[config.mk]
export PLATFORM = sky130hd
export DESIGN_NAME = point_in_polygon_test_top
export DESIGN_NICKNAME = d
export VERILOG_FILES = /design/src/rtl/pip_pkg.sv /design/src/rtl/pip_fifo.sv /design/src/rtl/pip_front.sv /design/src/rtl/pip_back.sv /design/src/rtl/point_in_polygon_test_top.sv
export SDC_FILE = /design/constraint.sdc
export NUM_CORES = 2
export LEC_CHECK = 0
export BUFFER_PORTS_ARGS = -buffer_cell sky130_fd_sc_hd__buf_2
export CAP_MARGIN = 20
export CORE_MARGIN = 3
export CORE_UTILIZATION = 49
export DETAILED_ROUTE_END_ITERATION = 7
export PLACE_DENSITY = 0.62
export RECOVER_POWER = 50
export SYNTH_ARGS = -nofsm -noshare
export SYNTH_HDL_FRONTEND = slang
export SYNTH_HIERARCHICAL = 1
export SYNTH_SLANG_ARGS = --single-unit
[constraint.sdc]
create_clock -name clk_i -period 11.17 [get_ports clk_i]
set_clock_uncertainty 0.1 [all_clocks]
set_input_delay 0 -clock clk_i [delete_from_list [all_inputs] [get_ports clk_i]]
set_output_delay 0 -clock clk_i [all_outputs]
set_load 0.01 [all_outputs]
[src/rtl/pip_pkg.sv]
// Shared types and constants of the point-in-polygon classifier.
// No dependencies; used by the front end, the back end and the top level.

package pip_pkg;

  // configuration register indexes
  localparam logic [1:0] REG_QUERY_X = 2'd0;
  localparam logic [1:0] REG_QUERY_Y = 2'd1;

  // result codes
  typedef enum logic [1:0] {
    POS_INSIDE   = 2'd0,
    POS_OUTSIDE  = 2'd1,
    POS_BOUNDARY = 2'd2
  } pip_pos_e;

  // per-edge classification, computed by the front end
  typedef struct packed {
    logic in_box;      // query point inside the edge's bounding box
    logic horiz;       // start y equals end y
    logic start_ray;   // start vertex lies on the ray
    logic start_up;    // start vertex is the upper endpoint
    logic end_ray;     // end vertex lies on the ray
    logic end_up;      // end vertex is the upper endpoint
    logic straddle;    // edge strictly spans the query y
    logic final_edge;  // last edge of the polygon
  } pip_flags_t;

  localparam int unsigned FlagBits = $bits(pip_flags_t);

endpackage

[src/rtl/pip_fifo.sv]
// Small register-based queue with combinational head read.
// No dependencies; a write while full is allowed only together with a read.

module pip_fifo #(
  parameter int unsigned Width = 8,
  parameter int unsigned Depth = 2
) (
  input  logic             clk_i,
  input  logic             rst_ni,
  input  logic             wr_en_i,
  input  logic [Width-1:0] wr_data_i,
  output logic             full_o,
  input  logic             rd_en_i,
  output logic [Width-1:0] rd_data_o,
  output logic             empty_o
);

  localparam int unsigned PtrBits = (Depth > 1) ? $clog2(Depth) : 1;
  localparam int unsigned CntBits = $clog2(Depth + 1);

  logic [Width-1:0]   mem_q [Depth];
  logic [PtrBits-1:0] wr_ptr_q, wr_ptr_d;
  logic [PtrBits-1:0] rd_ptr_q, rd_ptr_d;
  logic [CntBits-1:0] cnt_q, cnt_d;

  assign full_o    = (cnt_q == CntBits'(Depth));
  assign empty_o   = (cnt_q == '0);
  assign rd_data_o = mem_q[rd_ptr_q];

  // pointer and fill count update
  always_comb begin
    wr_ptr_d = wr_ptr_q;
    rd_ptr_d = rd_ptr_q;
    cnt_d    = cnt_q;
    if (wr_en_i) begin
      wr_ptr_d = (wr_ptr_q == PtrBits'(Depth - 1)) ? '0 : wr_ptr_q + 1'b1;
    end
    if (rd_en_i) begin
      rd_ptr_d = (rd_ptr_q == PtrBits'(Depth - 1)) ? '0 : rd_ptr_q + 1'b1;
    end
    if (wr_en_i && !rd_en_i) begin
      cnt_d = cnt_q + 1'b1;
    end else if (!wr_en_i && rd_en_i) begin
      cnt_d = cnt_q - 1'b1;
    end
  end

  always_ff @(posedge clk_i or negedge rst_ni) begin
    if (!rst_ni) begin
      wr_ptr_q <= '0;
      rd_ptr_q <= '0;
      cnt_q    <= '0;
    end else begin
      wr_ptr_q <= wr_ptr_d;
      rd_ptr_q <= rd_ptr_d;
      cnt_q    <= cnt_d;
    end
  end

  // storage, no reset
  always_ff @(posedge clk_i) begin
    if (wr_en_i) begin
      mem_q[wr_ptr_q] <= wr_data_i;
    end
  end

endmodule

[src/rtl/pip_front.sv]
// Front end: holds the query point and classifies each incoming edge.
// Depends on pip_pkg for register indexes and the classification struct.

module pip_front #(
  parameter int unsigned CoordBits = 16
) (
  input  logic                        clk_i,
  input  logic                        rst_ni,
  input  logic                        cfg_valid_i,
  input  logic [1:0]                  cfg_index_i,
  input  logic [CoordBits-1:0]        cfg_data_i,
  input  logic signed [CoordBits-1:0] start_x_i,
  input  logic signed [CoordBits-1:0] start_y_i,
  input  logic signed [CoordBits-1:0] end_x_i,
  input  logic signed [CoordBits-1:0] end_y_i,
  input  logic                        final_edge_i,
  output pip_pkg::pip_flags_t         flags_o,
  output logic signed [CoordBits:0]   dx_o,
  output logic signed [CoordBits:0]   dy_o,
  output logic signed [CoordBits:0]   qxs_o,
  output logic signed [CoordBits:0]   qys_o
);

  logic signed [CoordBits-1:0] qx_q, qx_d;
  logic signed [CoordBits-1:0] qy_q, qy_d;
  logic in_x, in_y;

  // query point registers
  always_comb begin
    qx_d = qx_q;
    qy_d = qy_q;
    if (cfg_valid_i) begin
      unique case (cfg_index_i)
        pip_pkg::REG_QUERY_X: qx_d = cfg_data_i;
        pip_pkg::REG_QUERY_Y: qy_d = cfg_data_i;
        default: ;
      endcase
    end
  end

  always_ff @(posedge clk_i or negedge rst_ni) begin
    if (!rst_ni) begin
      qx_q <= '0;
      qy_q <= '0;
    end else begin
      qx_q <= qx_d;
      qy_q <= qy_d;
    end
  end

  // differences, one bit wider than the coordinates
  assign dx_o  = {end_x_i[CoordBits-1], end_x_i} - {start_x_i[CoordBits-1], start_x_i};
  assign dy_o  = {end_y_i[CoordBits-1], end_y_i} - {start_y_i[CoordBits-1], start_y_i};
  assign qxs_o = {qx_q[CoordBits-1], qx_q} - {start_x_i[CoordBits-1], start_x_i};
  assign qys_o = {qy_q[CoordBits-1], qy_q} - {start_y_i[CoordBits-1], start_y_i};

  // bounding box test
  assign in_x = (start_x_i <= qx_q && qx_q <= end_x_i) ||
                (end_x_i <= qx_q && qx_q <= start_x_i);
  assign in_y = (start_y_i <= qy_q && qy_q <= end_y_i) ||
                (end_y_i <= qy_q && qy_q <= start_y_i);

  // vertex and straddle classification
  always_comb begin
    flags_o.in_box     = in_x && in_y;
    flags_o.horiz      = (start_y_i == end_y_i);
    flags_o.start_ray  = (start_y_i == qy_q) && (start_x_i <= qx_q);
    flags_o.start_up   = (start_y_i > end_y_i);
    flags_o.end_ray    = (end_y_i == qy_q) && (end_x_i <= qx_q);
    flags_o.end_up     = (end_y_i > start_y_i);
    flags_o.straddle   = (start_y_i < qy_q && qy_q < end_y_i) ||
                         (end_y_i < qy_q && qy_q < start_y_i);
    flags_o.final_edge = final_edge_i;
  end

endmodule

[src/rtl/pip_back.sv]
// Back end: cross-product stage, parity and boundary state, result request.
// Depends on pip_pkg for the classification struct and result codes.

module pip_back #(
  parameter int unsigned CoordBits = 16
) (
  input  logic                        clk_i,
  input  logic                        rst_ni,
  input  logic                        item_valid_i,
  output logic                        item_pop_o,
  input  pip_pkg::pip_flags_t         flags_i,
  input  logic signed [CoordBits:0]   dx_i,
  input  logic signed [CoordBits:0]   dy_i,
  input  logic signed [CoordBits:0]   qxs_i,
  input  logic signed [CoordBits:0]   qys_i,
  input  logic                        res_room_i,
  output logic                        res_push_o,
  output logic [1:0]                  res_pos_o
);

  localparam int unsigned ProdBits = 2 * (CoordBits + 1);

  logic                       s1_v_q, s1_v_d;
  pip_pkg::pip_flags_t        s1_flags_q;
  logic signed [ProdBits-1:0] p1_q, p2_q;
  logic                       parity_q, parity_d;
  logic                       bnd_q, bnd_d;
  logic                       advance;
  logic                       on_edge, left, toggle;
  logic                       par_new, bnd_new;
  pip_pkg::pip_pos_e          pos;

  // stall only when a result is due and the output queue has no room
  assign advance    = !(s1_v_q && s1_flags_q.final_edge && !res_room_i);
  assign item_pop_o = advance && item_valid_i;
  assign s1_v_d     = advance ? item_valid_i : s1_v_q;

  always_ff @(posedge clk_i or negedge rst_ni) begin
    if (!rst_ni) begin
      s1_v_q <= 1'b0;
    end else begin
      s1_v_q <= s1_v_d;
    end
  end

  // the two cross products, registered
  always_ff @(posedge clk_i) begin
    if (advance) begin
      s1_flags_q <= flags_i;
      p1_q       <= dx_i * qys_i;
      p2_q       <= dy_i * qxs_i;
    end
  end

  // edge test and crossing rule
  always_comb begin
    on_edge = s1_flags_q.in_box && (p1_q == p2_q);
    left    = s1_flags_q.end_up ? (p1_q < p2_q) : (p1_q > p2_q);
    toggle  = 1'b0;
    if (!on_edge && !s1_flags_q.horiz) begin
      if (s1_flags_q.start_ray) begin
        toggle = s1_flags_q.start_up;
      end else if (s1_flags_q.end_ray) begin
        toggle = s1_flags_q.end_up;
      end else if (s1_flags_q.straddle) begin
        toggle = left;
      end
    end
    par_new = parity_q ^ toggle;
    bnd_new = bnd_q | on_edge;
  end

  // state update and result on the final edge
  always_comb begin
    parity_d = parity_q;
    bnd_d    = bnd_q;
    if (s1_v_q && advance) begin
      if (s1_flags_q.final_edge) begin
        parity_d = 1'b0;
        bnd_d    = 1'b0;
      end else begin
        parity_d = par_new;
        bnd_d    = bnd_new;
      end
    end
  end

  always_comb begin
    if (bnd_new) begin
      pos = pip_pkg::POS_BOUNDARY;
    end else if (par_new) begin
      pos = pip_pkg::POS_INSIDE;
    end else begin
      pos = pip_pkg::POS_OUTSIDE;
    end
  end

  assign res_push_o = s1_v_q && s1_flags_q.final_edge && advance;
  assign res_pos_o  = pos;

  always_ff @(posedge clk_i or negedge rst_ni) begin
    if (!rst_ni) begin
      parity_q <= 1'b0;
      bnd_q    <= 1'b0;
    end else begin
      parity_q <= parity_d;
      bnd_q    <= bnd_d;
    end
  end

endmodule

[src/rtl/point_in_polygon_test_top.sv]
// Point-in-polygon classifier: one polygon edge per request, ray cast toward minus x.
// Takes one edge every clock cycle while the classify queue is not full; a final edge
// passes through the classify queue and the registered cross-product stage into the result queue.
// Depends on pip_pkg, pip_fifo, pip_front and pip_back.

module point_in_polygon_test_top #(
  parameter int unsigned COORD_BITS = 16
) (
  input  logic                         clk_i,
  input  logic                         rst_ni,
  input  logic                         cfg_valid_i,
  output logic                         cfg_ready_o,
  input  logic [1:0]                   cfg_index_i,
  input  logic [COORD_BITS-1:0]        cfg_data_i,
  input  logic                         push,
  output logic                         full,
  input  logic signed [COORD_BITS-1:0] start_x_i,
  input  logic signed [COORD_BITS-1:0] start_y_i,
  input  logic signed [COORD_BITS-1:0] end_x_i,
  input  logic signed [COORD_BITS-1:0] end_y_i,
  input  logic                         final_edge_i,
  output logic                         empty,
  input  logic                         pop,
  output logic [1:0]                   position_o
);

  localparam int unsigned DiffBits = COORD_BITS + 1;
  localparam int unsigned MidBits  = pip_pkg::FlagBits + 4 * DiffBits;

  pip_pkg::pip_flags_t         f_flags, b_flags;
  logic signed [COORD_BITS:0]  f_dx, f_dy, f_qxs, f_qys;
  logic signed [COORD_BITS:0]  b_dx, b_dy, b_qxs, b_qys;
  logic [MidBits-1:0]          mid_wr, mid_rd;
  logic                        mid_full, mid_empty, mid_pop;
  logic                        res_push, res_full, res_room;
  logic [1:0]                  res_pos;
  logic                        in_accept, out_accept;

  assign cfg_ready_o = 1'b1;
  assign in_accept   = push && !mid_full;
  assign out_accept  = pop && !empty;
  assign full        = mid_full;

  // front end: query registers and edge classification
  pip_front #(
    .CoordBits (COORD_BITS)
  ) u_front (
    .clk_i        (clk_i),
    .rst_ni       (rst_ni),
    .cfg_valid_i  (cfg_valid_i),
    .cfg_index_i  (cfg_index_i),
    .cfg_data_i   (cfg_data_i),
    .start_x_i    (start_x_i),
    .start_y_i    (start_y_i),
    .end_x_i      (end_x_i),
    .end_y_i      (end_y_i),
    .final_edge_i (final_edge_i),
    .flags_o      (f_flags),
    .dx_o         (f_dx),
    .dy_o         (f_dy),
    .qxs_o        (f_qxs),
    .qys_o        (f_qys)
  );

  // queue between classification and evaluation
  assign mid_wr = {f_flags, f_dx, f_dy, f_qxs, f_qys};

  pip_fifo #(
    .Width (MidBits),
    .Depth (2)
  ) u_mid_fifo (
    .clk_i     (clk_i),
    .rst_ni    (rst_ni),
    .wr_en_i   (in_accept),
    .wr_data_i (mid_wr),
    .full_o    (mid_full),
    .rd_en_i   (mid_pop),
    .rd_data_o (mid_rd),
    .empty_o   (mid_empty)
  );

  assign {b_flags, b_dx, b_dy, b_qxs, b_qys} = mid_rd;

  // back end: cross products, parity and boundary state
  assign res_room = !res_full || out_accept;

  pip_back #(
    .CoordBits (COORD_BITS)
  ) u_back (
    .clk_i        (clk_i),
    .rst_ni       (rst_ni),
    .item_valid_i (!mid_empty),
    .item_pop_o   (mid_pop),
    .flags_i      (b_flags),
    .dx_i         (b_dx),
    .dy_i         (b_dy),
    .qxs_i        (b_qxs),
    .qys_i        (b_qys),
    .res_room_i   (res_room),
    .res_push_o   (res_push),
    .res_pos_o    (res_pos)
  );

  // result queue
  pip_fifo #(
    .Width (2),
    .Depth (2)
  ) u_res_fifo (
    .clk_i     (clk_i),
    .rst_ni    (rst_ni),
    .wr_en_i   (res_push),
    .wr_data_i (res_pos),
    .full_o    (res_full),
    .rd_en_i   (out_accept),
    .rd_data_o (position_o),
    .empty_o   (empty)
  );

endmodule
==> metrics <==
CTS root buf clkbuf_16; Synth Instances 3549; cts bufs inserted 30; Post-Syn Area 0.0365 mm^2; sequential area share after synthesis 22.0%; hold crit path type in -> reg; post-synthesis async set-or-reset flop share 15.6%; Yosys warnings 6; max_cap viols 4; wirelength, routed 86.8 mm; Vias/cell 5.26; Avg Cell Area, Syn 10.3 um^2; Starting DRT DRC Count 1530; via count 24500; Crit. End Element flip-flop; DRT Pass-1 Iters 5; die footprint 0.0778 mm^2; Req. time, crit path 11.41 ns; Top FF cell, synth edfxtp_1; Worst EP arrival 9.56 ns; flop2flop setup slack 1.85 ns; clk slew on worst S/H paths 0.06 ns; Final ANT Viol Nets 0; layout net count 4654; Cells after DPL 4511; post-route design area 0.0396 mm^2; worst skew pair latency 0.60 ns; Ports 93; WS Path Type reg -> reg; status finished with violations; Core Region 0.0733 mm^2; CTS max path bufs 3; DRC viols 0; failing checks max-capacitance violations, max-slew violations; worst hold endpoint u_mid_fifo/mem_q[0][68]; Initial Util 49.8%; worst-margin pin slew 3.62 ns; Layout area overhead 8.38%; first-pass GRT wire length 139 mm; initial antenna violation count 1; setup bufs post-CTS 0; Port Buf Inserts 91; Global Route Usage Sum 22.8%; fin cells 4649; Post-synth EDFFs 232; Sum Neg Setup Slack 0 ns; CP Launch Type flip-flop; Reg2Reg Depth 24; Worst Hold Launch final_edge_i; number of global-route vias before repair 25600; layout cell share with drive strength beyond 1 6.62%; Die Span Y 279 um; Worst R2R Start u_mid_fifo/rd_ptr_q; syn_nets 4538; Die X 279 um; TritonCTS clock tree built; synth unique cells 85; Placed Area 0.0378 mm^2; setup violators final 0; FF-to-FF End u_back/p2_q[33]; number of clock sinks 275; Tcrit/Tclk final 83.4%; Hold Buf Count CTS 81; pin count of the biggest net entering global routing 64; relative slew slack -141%; Congestion Overflow GR 0; Hold Path Depth 2; Yosys reg bits 275; std cell rows 99; H-tree Lvls 1; Final Hold Fails 0; Slew Viols, Final 166; Final GP Congestion 0.925; unrepaired setup endpoints after global routing no; post-route minimum period 9.32 ns; routed len/inst 18.7 um; Max Freq 107 MHz; post-cts resize count 0; DP HPWL 68.8 mm; top fanout value on the critical path 40
-- cells in the final DEF, fill, tap and decap left out, types with 33 or more instances in the layout --
master / Yosys / final
inv_1: 762 / 762
fa_1: 596 / 596
nand2_1: 333 / 333
ha_1: 305 / 305
and2_1: 291 / 288
edfxtp_1: 232 / 232
nor2_1: 108 / 108
xnor2_1: 95 / 95
a21oi_1: 92 / 92
buf_2: 4 / 82
dlygate4sd3_1: 0 / 81
o21ai_0: 64 / 71
mux2_2: 65 / 64
dfrtp_1: 43 / 43
a21o_1: 41 / 41
nor3_1: 33 / 33
xor2_1: 33 / 33
-- state kept, by name (all words and copies together) (netlist names), 2 cells and up --
| name | count |
|---|---|
| u_back/s1_flags_q | 8 |
| u_back/p1_q | 34 |
| u_back/p2_q | 34 |
| u_front/qy_q | 16 |
| u_res_fifo/cnt_q | 2 |
| u_mid_fifo/cnt_q | 2 |
| u_mid_fifo/mem_q | 152 |
| u_front/qx_q | 16 |
| u_res_fifo/mem_q | 4 |
-- logic make-up after synthesis --
| family | share of synthesized area (%) |
|---|---|
| fa+ha+maj | 43.2 |
| flops | 22.0 |
| simple gates | 13.0 |
| other cells | 0.0103 |
| xor+xnor | 3.07 |
| compound gates | 6.39 |
| buf+inv | 8.99 |
| mux | 3.38 |
-- critical path, stage by stage (launching register included) --
cell      delay (ns)
dfrtp_1         1.75
buf_4           0.73
mux2_4          0.47
and2_1          0.19
fa_1            0.48
inv_1           0.06
fa_1            0.52
inv_1           0.06
fa_1            0.49
fa_1            0.43
fa_1            0.51
inv_1           0.05
fa_1            0.48
inv_1           0.04
ha_1            0.34
a211oi_1        0.34
o21ai_1         0.16
a21oi_1         0.27
a21oi_2         0.10
nor4_1          0.64
o31ai_2         0.20
nor3_1          0.23
o21bai_1        0.11
a21oi_1         0.17
xnor2_1         0.09
-- Yosys cell counts (all sizes together), types with 43 or more instances --
library cell	number	share of area (%)
inv	762	7.8
fa	596	33
nand2	333	3.4
ha	305	10
and2	291	5.0
edfxtp	232	19
nor2	108	1.1
mux2	96	3.3
xnor2	95	2.3
a21oi	94	1.3
o21ai	90	1.2
clkbuf	82	0.84
dfrtp	43	2.9
-- per-layer routing --
layer | up-vias | routed length [um] | track usage [%]
met1 | 12300 | 38900 | 32.0
met4 | 0 | 2550 | 6.09
met3 | 118 | 4390 | 2.68
met5 | - | 0 | 0
met2 | 642 | 40900 | 37.8
li1 | 11400 | - | -
-- final cells by class --
cell class,count,area (um^2)
antenna,2,5.00
clock buffer,38,781
clock inverter,17,214
fill,6543,33800
inverter,762,2860
multi-input combinational,2417,25200
sequential,275,8040
tap,959,1200
timing repair buffer,179,1290
-- stage by stage --
stage               utilization (%)  setup slack, ns  hold WS, ns
floorplan                         -             4.02       -0.396
global placement               51.5             2.90       0.0356
detailed placement             51.5             2.86       0.0380
CTS                            54.0             2.83    0.0000303
global route                   53.9             1.33       0.0233
finish                         53.9             1.85       0.0358
-- worst max path at each step --
stage / from / to / slack, ns / depth (start not counted)
floorplan: u_mid_fifo/rd_ptr_q / u_back/p2_q[33] / 4.02 / 29
global placement: u_mid_fifo/rd_ptr_q / u_back/p2_q[33] / 2.90 / 24
detailed placement: u_mid_fifo/rd_ptr_q / u_back/p1_q[33] / 2.86 / 22
CTS: u_mid_fifo/rd_ptr_q / u_back/p1_q[33] / 2.83 / 22
global route: u_mid_fifo/rd_ptr_q / u_back/p1_q[33] / 1.33 / 24
finish: u_mid_fifo/rd_ptr_q / u_back/p2_q[33] / 1.85 / 24
Power is not shown: default switching activity piles up to over one toggle a cycle in this logic, so the estimate is an artifact.
